--- src/design/chte_pkg.sv ---
// Shared types, codes and helper functions for the chained hash table engine.
`timescale 1ns / 1ps
`default_nettype none
package chte_pkg;

	localparam int BUCKETS_DEF = 64;
	localparam int NODES_DEF   = 256;
	localparam int KEY_BYTES   = 8;
	localparam int VALUE_BYTES = 8;
	localparam int HASH_W      = 28;

	typedef logic [1:0] req_t;
	localparam req_t REQ_ADD    = 2'd0;
	localparam req_t REQ_GET    = 2'd1;
	localparam req_t REQ_REMOVE = 2'd2;

	typedef logic [1:0] status_t;
	localparam status_t ST_OK       = 2'd0;
	localparam status_t ST_NOTFOUND = 2'd1;
	localparam status_t ST_FULL     = 2'd2;

	localparam logic CFG_BUCKET_COUNT = 1'b0;
	localparam logic CFG_CAPACITY     = 1'b1;

	// Keeps the top nbytes bytes up to the first zero byte.
	function automatic logic [63:0] trim_bytes(input logic [63:0] x, input int nbytes);
		logic [63:0] r;
		logic        alive;
		r = '0;
		alive = 1'b1;
		for (int i = 0; i < 8; i++) begin
			if (x[63-8*i -: 8] == 8'd0 || i >= nbytes) alive = 1'b0;
			if (alive) r[63-8*i -: 8] = x[63-8*i -: 8];
		end
		return r;
	endfunction

	// Node count in use for a requested capacity.
	function automatic int cap_clamp(input logic [8:0] cap, input int nodes);
		int c;
		c = int'(cap);
		if (c < 1) c = 1;
		if (c > nodes) c = nodes;
		return c;
	endfunction

	// Bucket count in use for a requested count and the node count in use.
	function automatic int bkt_clamp(input logic [6:0] bc, input int cap_used,
		input int buckets);
		int b;
		b = int'(bc);
		if (b < 1) b = 1;
		if (b > cap_used) b = cap_used;
		if (b > buckets) b = buckets;
		return b;
	endfunction

endpackage
`default_nettype wire

--- src/design/chte_hash.sv ---
// Iterative ELF hash of a key, one byte a cycle, then a bit-serial remainder.
`timescale 1ns / 1ps
`default_nettype none
module chte_hash import chte_pkg::*; (
	input  wire logic        clk,
	input  wire logic        arst_n,
	input  wire logic        start,
	input  wire logic [63:0] key,
	input  wire logic [6:0]  modulus,
	output logic             done,
	output logic [6:0]       bucket
);

	typedef enum logic [1:0] {H_IDLE, H_BYTES, H_MOD} hstate_t;

	localparam logic [4:0] LAST_BYTE = 5'd7;
	localparam logic [4:0] LAST_BIT  = 5'(HASH_W - 1);

	hstate_t           state_q;
	logic [63:0]       key_q;
	logic [HASH_W-1:0] h_q;
	logic [4:0]        cnt_q;
	logic [6:0]        rem_q;
	logic              done_q;

	logic [7:0]        byte_c;
	logic [31:0]       mix;
	logic [HASH_W-1:0] h_next;
	logic [7:0]        r2;
	logic [7:0]        r3;

	always_comb begin
		byte_c = key_q[63:56];
		mix    = {h_q, 4'b0000} + {24'd0, byte_c};
		// Fold the top nibble into bits 7..4 and drop it.
		h_next = mix[HASH_W-1:0] ^ {20'd0, mix[31:28], 4'b0000};
		r2     = {rem_q, h_q[HASH_W-1]};
		r3     = (r2 >= {1'b0, modulus}) ? (r2 - {1'b0, modulus}) : r2;
	end

	always_ff @(posedge clk or negedge arst_n) begin
		if (!arst_n) begin
			state_q <= H_IDLE;
			key_q   <= '0;
			h_q     <= '0;
			cnt_q   <= '0;
			rem_q   <= '0;
			done_q  <= 1'b0;
		end else begin
			done_q <= 1'b0;
			case (state_q)
				H_IDLE: begin
					if (start) begin
						key_q   <= key;
						h_q     <= '0;
						cnt_q   <= '0;
						rem_q   <= '0;
						state_q <= H_BYTES;
					end
				end
				H_BYTES: begin
					if (byte_c == 8'd0) begin
						cnt_q   <= '0;
						state_q <= H_MOD;
					end else begin
						h_q   <= h_next;
						key_q <= {key_q[55:0], 8'd0};
						cnt_q <= cnt_q + 5'd1;
						if (cnt_q == LAST_BYTE) begin
							cnt_q   <= '0;
							state_q <= H_MOD;
						end
					end
				end
				H_MOD: begin
					rem_q <= r3[6:0];
					h_q   <= {h_q[HASH_W-2:0], 1'b0};
					cnt_q <= cnt_q + 5'd1;
					if (cnt_q == LAST_BIT) begin
						done_q  <= 1'b1;
						state_q <= H_IDLE;
					end
				end
				default: state_q <= H_IDLE;
			endcase
		end
	end

	assign done   = done_q;
	assign bucket = rem_q;

`ifndef SYNTHESIS
	a_done_from_mod: assert property (@(posedge clk) disable iff (!arst_n)
		done_q |-> $past(state_q) == H_MOD) else $error("hash done without remainder pass");
	a_rem_below_mod: assert property (@(posedge clk) disable iff (!arst_n)
		done_q |-> rem_q < modulus) else $error("remainder not below modulus");
	a_start_idle: assert property (@(posedge clk) disable iff (!arst_n)
		(start && state_q == H_IDLE) |=> state_q == H_BYTES) else $error("hash did not start");
`endif

endmodule
`default_nettype wire

--- config.mk ---
export PLATFORM = sky130hd
export DESIGN_NAME = chte_hash
export DESIGN_NICKNAME = d
export VERILOG_FILES = /design/src/design/chte_pkg.sv /design/src/design/chte_hash.sv
export SDC_FILE = /design/constraint.sdc
export NUM_CORES = 1
export LEC_CHECK = 0
export ABC_AREA = 1
export BUFFER_PORTS_ARGS = -buffer_cell sky130_fd_sc_hd__buf_2
export CORE_ASPECT_RATIO = 2
export CORE_UTILIZATION = 25
export DETAILED_ROUTE_END_ITERATION = 6
export GPL_TIMING_DRIVEN = 1
export SLEW_MARGIN = 20
export SYNTH_ARGS = -nofsm -noshare
export SYNTH_HDL_FRONTEND = slang
export SYNTH_SLANG_ARGS = --single-unit
--- constraint.sdc ---
create_clock -name clk -period 2.64 [get_ports clk]
set_input_delay 0.132 -clock clk [delete_from_list [all_inputs] [get_ports clk]]
set_output_delay 0.132 -clock clk [all_outputs]
set_load 0.05 [all_outputs]
-- Yosys cells after proc, flatten, opt, wreduce, memory -nomap -nowiden
Index checks and enable logic that the tools add are counted.
- $add $sub $neg: 3
- order comparisons: 1
- equal/unequal tests: 8
- mux-type cells: 20
- bitwise logic cells: 1
- reduce and logical (&&, ||, !) cells: 10
- operators with widths (cell ; number):
    $mux W64 ; 2
    $pmux W64 S2 ; 1
    $pmux W28 S3 ; 1
    $mux W28 ; 2
    $add A32 B8 Y32 ; 1
    $xor A28 B8 Y28 ; 1
    $mux W5 ; 3
    $pmux W5 S3 ; 1
    $mux W7 ; 2
    $pmux W7 S2 ; 1
    $reduce_and A3 Y1 ; 3
    $ge A8 B7 Y1 ; 1
    $logic_not A8 Y1 ; 1
    $mux W2 ; 4
    $sub A7 B7 Y7 ; 1
    $ne A2 B2 Y1 const B ; 3
    $pmux W2 S3 ; 1
    $add A5 B1 Y5 const B ; 1
    $eq A5 B3 Y1 const B ; 1
    $eq A5 B5 Y1 const B ; 1
    $reduce_and A2 Y1 ; 2
    $reduce_bool A2 Y1 ; 2
    $ne A3 B3 Y1 const B ; 1
    $reduce_bool A3 Y1 ; 1
    4 further kinds ; 5
- bits in registers: 107
- input bits: 74
- output and inout bits: 8
- word-level logic and storage cells: 49

-- Logic depth before layout (Yosys ltp)
Gate-level depths: netlist of run 1.
- word-level depth: 4
- gate-level depth with buffers: 14
- gate-level depth less buffers: 14

-- Worst setup path before layout of run 1
OpenSTA, ideal clock, no wires.
- path type: register to register
- from: register rem_q[0] (netlist: bucket[0])
- to: register rem_q[3] (netlist: bucket[3])
- setup time: 0.124 ns
- data arrival time: 1.926 ns
- data required time: 2.516 ns
- setup slack: 0.590 ns
- cell stages (with the launch flop): 10
- path buffers: 1
- period minus slack after synthesis: 2.050 ns
- path through: dfrtp_1 > inv_1 > fa_1 > o21ai_2 > nand2_1 > nand3_1 > buf_4 > a21oi_1 > o21ai_0 > nand2_1
- cells in the longest elaborated chain, start to end: 3
- elaborated cells between the ends (all ways): 4
- classes of those cells: add/sub (1); order compare (1); mux (2)
- RTL lines (what ; line ; RTL):
    from (decl) ; chte_hash.sv:23 ; logic [6:0] rem_q;
    from (signal assigned) ; chte_hash.sv:76 ; rem_q <= r3[6:0];
    $sub A7 B7 Y7 or $ge A8 B7 Y1 (tied branches) ; chte_hash.sv:38 ; r3 = (r2 >= {1'b0, modulus}) ? (r2 - {1'b0, modulus}) : r2;
    $mux W7 (*) ; chte_hash.sv:38 ;
    $pmux W7 S2 (*) ; chte_hash.sv:51 ; case (state_q)
Mark *: on every way between the ends. The rest lies on a longest branch, timed or not.
A chain may end at the register's enable or synchronous reset.

-- Final worst setup path of run 1
- from: register h_q[27]
- to: register rem_q[5] (netlist: bucket[5])
- cells in the longest elaborated chain, start to end: 3
- elaborated cells between the ends (all ways): 4
- classes of those cells: add/sub (1); order compare (1); mux (2)
- RTL lines (what ; line ; RTL):
    from (decl) ; chte_hash.sv:21 ; logic [HASH_W-1:0] h_q;
    from (signal assigned) ; chte_hash.sv:66 ; h_q <= h_next;
    from (signal assigned) ; chte_hash.sv:77 ; h_q <= {h_q[HASH_W-2:0], 1'b0};
    $sub A7 B7 Y7 or $ge A8 B7 Y1 (tied branches) ; chte_hash.sv:38 ;
    $mux W7 (*) ; chte_hash.sv:38 ;
    $pmux W7 S2 (*) ; chte_hash.sv:51 ;
Marked as above.

==> metrics.yaml, run 1 <==
rows: 83
synthToLayoutAreaGrowth_pct: 19.9
ctsLongestPathBuffers: 2
post-route-drc-count: 0
io_buffer_count: 81
cp_num_cells: 9
htree_num_levels: 3
drt_pre_antenna_iters: 6
synthesis.nets: 969
cts_buffers: 9
ys_warn_count: 0
clock_skew_ns: 0.0114
clock_sinks: 107
grtUsageMet3: 0.0200
max_freq_mhz: 461
crit_required_ns: 2.89
die_area_um2: 26600
final_area_um2: 7760
core-area_um2: 25500
min_period_ns: 2.17
die_h_um: 230
fillers: 2825
netlist_instances: 877
tns_ns: 0
r2r_slack_ns: 0.47
tightestPinTransition_ns: 0.619
num_vias: 6123
path_class: "flip-flop to flip-flop"
clk_pin_slew_ns: 0.07
holdPathStages: 3
ios: 82
grtUsageMet1: 0.151
synth-seq-cells: 107
hold_viol: 0
place_inst: 1267
multiInputGateArea_um2: 3100
relSlewSlack: 0.584
syn_area_um2: 6480
setup_viol: 0
synth.area.top_cells: "dfrtp_1 41%, nand2_1 14%, o21ai_0 7.6%, inv_1 7.5%, o211ai_1 6.7%"
grt_use_met2: 0.284
cp-end-kind: "flip-flop"
cts_setup_buffers: 0
viasPerCell: 4.68
synth_cell_types: 43
critPathBufInv: 2
rsz0062_at_grt: "false"
fin_crit_sh: 0.821
grt_max_degree: 129
cts_tree: "built"
dp_hpwl_um: 14300
postPlaceCellArea_um2: 7220
avgSynthCellArea_um2: 7.39
gp_congestion: 0.955
wirelength_um: 19200
crit_path_top_delay_cell: "dfrtp_1"
yosys.area.top_type: "dfrtp_1"
start_kind: "flip-flop"
utilization: 0.304
maxCapViolCount: 0
area.sequential_um2: 2680
initial_utilization: 0.254
drt_first_iter_violations: 422
power_density_nw_per_um2: 1030
r2r_cells: 9
layout.nets: 1055
outcome: "finished, final reports clean"
slew_viol_final: 0
path_cells: "inv_1, ha_1, fa_1, o21ai_2, nand2_1, nand3_1, inv_1, nor2_1, o21ai_1"
antennaDiodeCount: 0
p_leak_uw: 0.00366
worst-path-max-fanout: 13
track_usage: 0.153
drtAntennaViolNets: 0
antenna_found_initial: 0
slowest_delay_ns: 0.44
grt_pass1_vias: 6049
busiest_layer: "met2"
wire_per_inst_um: 14.7
final-instance-count-excl-fill: 1308
seq_area_frac_synth: 0.413
clk_latency_ns: 0.37
critPathTopFamily: "adder cells"
p_total_uw: 7980
synth_top_area_share: 0.413
overflow: 0
peakVddDrop_v: 0.000863
worstHoldPathType: "input pin to flip-flop"
grt_pass1_wl_um: 30800
crit_top_cell: "inv_1"
die_width_um: 116
clockRootBuffer: "clkbuf_16"
drive_gt1_frac: 0.143
crit_arrival_ns: 2.42
routing by layer:
layer	vias to the layer above	wire (µm)
li1	3018	-
met1	2868	6730
met2	170	10700
met3	67	635
met4	0	1130
met5	-	0
metrics by stage:
| step | worst slack (ns) | hold WS (ns) |
|---|---|---|
| after detailed placement | 0.453 | 0.149 |
| after global placement | 0.472 | 0.145 |
| after global routing | 0.263 | 0.0121 |
| after floorplan | 0.590 | -0.164 |
| final | 0.471 | 0.0139 |
| after CTS | 0.439 | 0.0000114 |
sequential cells by signal (all words and copies together), names as in the netlist:
register,count
bucket,7
key_q,64
done,1
cnt_q,5
state_q,2
h_q,28
Yosys cell counts:
master / instances
a21o_1: 1
nor2_1: 30
a22o_1: 1
dfrtp_1: 107
fa_1: 2
clkinv_2: 1
ha_1: 16
o21ai_0: 98
nand3_2: 1
nand3b_1: 1
nand2_4: 1
a31oi_1: 1
o31ai_1: 1
clkinv_1: 1
or2_1: 1
xnor2_1: 3
nor4_1: 1
xor2_1: 7
o21bai_1: 1
o21ai_2: 1
nand2_1: 243
nand3_1: 51
a2bb2oi_1: 1
a21oi_1: 13
clkbuf_2: 1
nor3_1: 3
inv_2: 5
nand2_2: 7
buf_2: 11
o211ai_1: 58
nand4_1: 13
buf_1: 5
o21ai_1: 16
nor2_2: 10
nor2_4: 2
nor3_4: 1
o32ai_1: 1
buf_4: 12
clkbuf_1: 12
nand4_2: 1
or2_2: 1
o22ai_1: 5
inv_1: 129
timing repair:
action | CTS | global route
hold buffers | 25 | 0
endpoints found under the hold margin | 58 | 0
gates resized for setup | 0 | 0
tightest hold or removal path, cell delays in order:
cell and delay, ns:
buf_2 0.07, o211ai_1 0.07, o21ai_0 0.07
report_power, final:
part,internal (µW),switching (µW),leakage [µW],total (µW)
registers,2280,320,0.00138,2600
clock network,742,648,0.000141,1390
logic,1250,2750,0.00214,3990
cells by family (layout without fill, tap and decap cells):
kind of cell,after synthesis,after routing,share of synthesized area
and+or+nand+nor,367,367,0.244
AOI/OAI and AO/OA,198,198,0.180
DFF,107,107,0.413
buffers and inverters,177,268,0.112
adders and majority gates,18,18,0.0371
xor gates and xnor gates,10,10,0.0135
cells in the final DEF (no fill, tap or decap), types with 2 or more instances in the layout:
master / n
buf_2: 80
nor2_1: 30
clkbuf_16: 9
nand3_1: 51
clkbuf_1: 2
inv_1: 129
buf_12: 2
nand2_1: 243
buf_4: 9
o22ai_1: 5
nand4_1: 13
clkinv_2: 2
inv_2: 5
nor3_1: 3
ha_1: 15
o211ai_1: 58
nor2_4: 2
xnor2_1: 3
o21ai_0: 98
a21oi_1: 12
inv_6: 2
xor2_1: 7
o21ai_1: 16
nor2_2: 10
dfrtp_1: 107
fa_1: 2
nand2_2: 7
dlygate4sd3_1: 25
worst paths after layout:
kind,end,from
max,bucket[5],h_q[27]
min,key_q[13],key[13]
max reg2reg,bucket[5],h_q[27]
min reg2reg,key_q[42],key_q[42]
max in group asynchronous,key_q[28],arst_n
min in group asynchronous,key_q[45],arst_n
area by class of cell:
type                       count  area share
sequential                   107       0.345
tap                          340      0.0548
multi-input combinational    593       0.399
clock buffer                  11      0.0300
clock inverter                 5     0.00773
inverter                     136      0.0659
timing repair buffer         116      0.0976
(Power assumes the default switching activity.)
==> inputs of run 2 (changes only) <==
- clock period: 2.64 -> 2.03 ns (I/O delays scaled with it)
==> run 2 against run 1 <==
Effect of this change: critical path depth rose by 1; design area grew 8.6%; total power up 44%; routed wire length grew 4.7%; maximum frequency increased by 11%; clock skew down 0.0026 ns; count of clock-buffer cells in the layout rose by 1; core utilization rose by 2.6 points; combinational power up 56%; clock power is 39% higher.
==> metrics.yaml, run 2 (same netlist as run 1, synthesis figures left out) <==
overflow: 0
io_buffer_count: 81
seqPwrFrac: 0.292
synthToLayoutAreaGrowth_pct: 30.2
rsz0062_at_grt: "true"
clock_sinks: 107
wire_per_inst_um: 14.7
antennaDiodeCount: 0
holdWs_ns: 0.00476
layout.nets: 1114
gp_congestion: 0.923
grt_max_degree: 92
r2r_slack_ns: 0.08
dp_hpwl_um: 14700
cp-end-kind: "flip-flop"
rows: 83
r2r_cells: 10
num_vias: 6369
pre_cts_ws_ns: 0.0150
setup_viol: 0
p_clk_frac: 0.168
max_freq_mhz: 513
start_kind: "flip-flop"
p_comb_frac: 0.541
drt-met1-wl_um: 6920
critPathTopFamily: "adder cells"
peakVddDrop_v: 0.000821
die_area_um2: 26600
maxCapViolCount: 0
crit_required_ns: 2.34
grt_pass1_vias: 6176
drt_first_iter_violations: 426
clock_skew_ns: 0.00874
crit_arrival_ns: 2.26
die_h_um: 230
ios: 82
layout_commonest_cell: "nand2_1"
ctsLongestPathBuffers: 2
slowest_delay_ns: 0.40
cts_buffers: 9
drt_pre_antenna_iters: 5
cts_tree: "built"
clockRootBuffer: "clkbuf_16"
wl_met3_um: 651
final_cell_mix: "241 x nand2_1, 128 x inv_1, 106 x dfrtp_1"
viasPerCell: 4.66
grt_pass1_wl_um: 31200
clk_pin_slew_ns: 0.08
hold_viol: 0
worstHoldPathType: "input pin to flip-flop"
regMostFlops: "key_q"
crit_top_cell: "nand2_1"
core-area_um2: 25500
min_to: "key_q[11]"
post-route-drc-count: 0
largest_reg_flops: 64
worstReg2RegEnd: "h_q[6]"
hold_path.startpoint: "key[11]"
track_usage: 0.157
power_density_nw_per_um2: 1360
slew_viol_final: 0
antenna_found_initial: 0
path_class: "flip-flop to flip-flop"
drtAntennaViolNets: 0
outcome: "finished, final reports clean"
min_period_ns: 1.95
drive_gt1_frac: 0.184
crit_path_top_delay_cell: "fa_2"
wl_met2_um: 11200
die_width_um: 116
initial_utilization: 0.254
clk_latency_ns: 0.37
power_switching_uw: 5150
p_leak_uw: 0.00400
p_int_uw: 6360
layout_setup_ws_ns: 0.0801
r2r_start: "key_q[60]"
holdPathStages: 3
top_layer: "met4"
utilization: 0.330
tightestPinTransition_ns: 0.465
netSwitchingFraction: 0.448
critPathBufInv: 1
path_cells: "ha_2, fa_2, xnor2_1, xor2_1, inv_1, nand2_1, nand3_1, o21ai_1, nand2_1, nand2_1"
fin_crit_sh: 0.961
relSlewSlack: 0.690
wirelength_um: 20100
worst-path-max-fanout: 4
htree_num_levels: 3
run 2: cell types whose count changed in the layout (fill, tap and decap cells not counted), moves of 3 or more:
cell | before | now
buf_12 | 2 | 6
buf_4 | 9 | 42
clkbuf_8 | 0 | 3
dlygate4sd3_1 | 25 | 46
ha_1 | 15 | 12
nor2_2 | 10 | 7
nor2_4 | 2 | 5
o21ai_0 | 98 | 92
o21ai_1 | 16 | 21
run 2: worst max-delay path by stage:
stage                    from         to  slack (ns)  cells after the start
floorplan           bucket[2]  bucket[5]        0.09                      8
global placement      h_q[27]  bucket[6]        0.01                      9
detailed placement    h_q[27]  bucket[5]        0.01                      9
CTS                 key_q[60]    h_q[10]      0.0002                     12
global route        key_q[60]    h_q[24]       -0.02                     13
finish              key_q[60]     h_q[6]        0.08                     10
run 2: metrics by stage:
stage                     power, µW  TNS [ns]  instance area [µm²]  std cells
final                         11500         0                 8430       1367
after global routing          12400   -0.0396                 8430       1367
after CTS                     11300         0                 8300       1361
after detailed placement       9260         0                 7510       1299
after global placement         9150         0                 7510       1299
after floorplan                7290         0                 6480        877
run 2: final cells by class:
cell class | count | area (µm²)
flip-flops and latches | 107 | 2680
clock inverters | 4 | 56.3
inverters | 136 | 512
clock buffers | 12 | 267
fillers | 2749 | 17100
repair buffers | 175 | 1320
well taps | 340 | 425
multi-input cells | 593 | 3170
run 2: timing repair:
item | CTS | global route
endpoints found under the hold margin | 74 | 0
cloned | 0 | 1
setup buffers | 0 | 5
hold buffers | 46 | 0
resized for setup | 1 | 20
setup endpoints to repair | 1 | 35
pin swaps | 0 | 6
run 2: worst min-delay path, stage by stage:
cell and delay (ns):
buf_2 0.08, o211ai_1 0.07, o21ai_0 0.08
run 2: power groups by stage:
stage	logic [µW]	registers, µW	clock network, µW
6_report	6220	3360	1930
2_1_floorplan	3860	3440	0
4_1_cts	5990	3330	1980
5_1_grt	6950	3440	2040
3_3_place_gp	5790	3360	0
3_5_place_dp	5880	3380	0
run 2: per-layer routing:
metal  vias to the layer above  GRT usage
met1                      2974      0.151
met5                         -          0
met2                       195      0.296
li1                       3133          -
met3                        67     0.0198
met4                         0      0.109
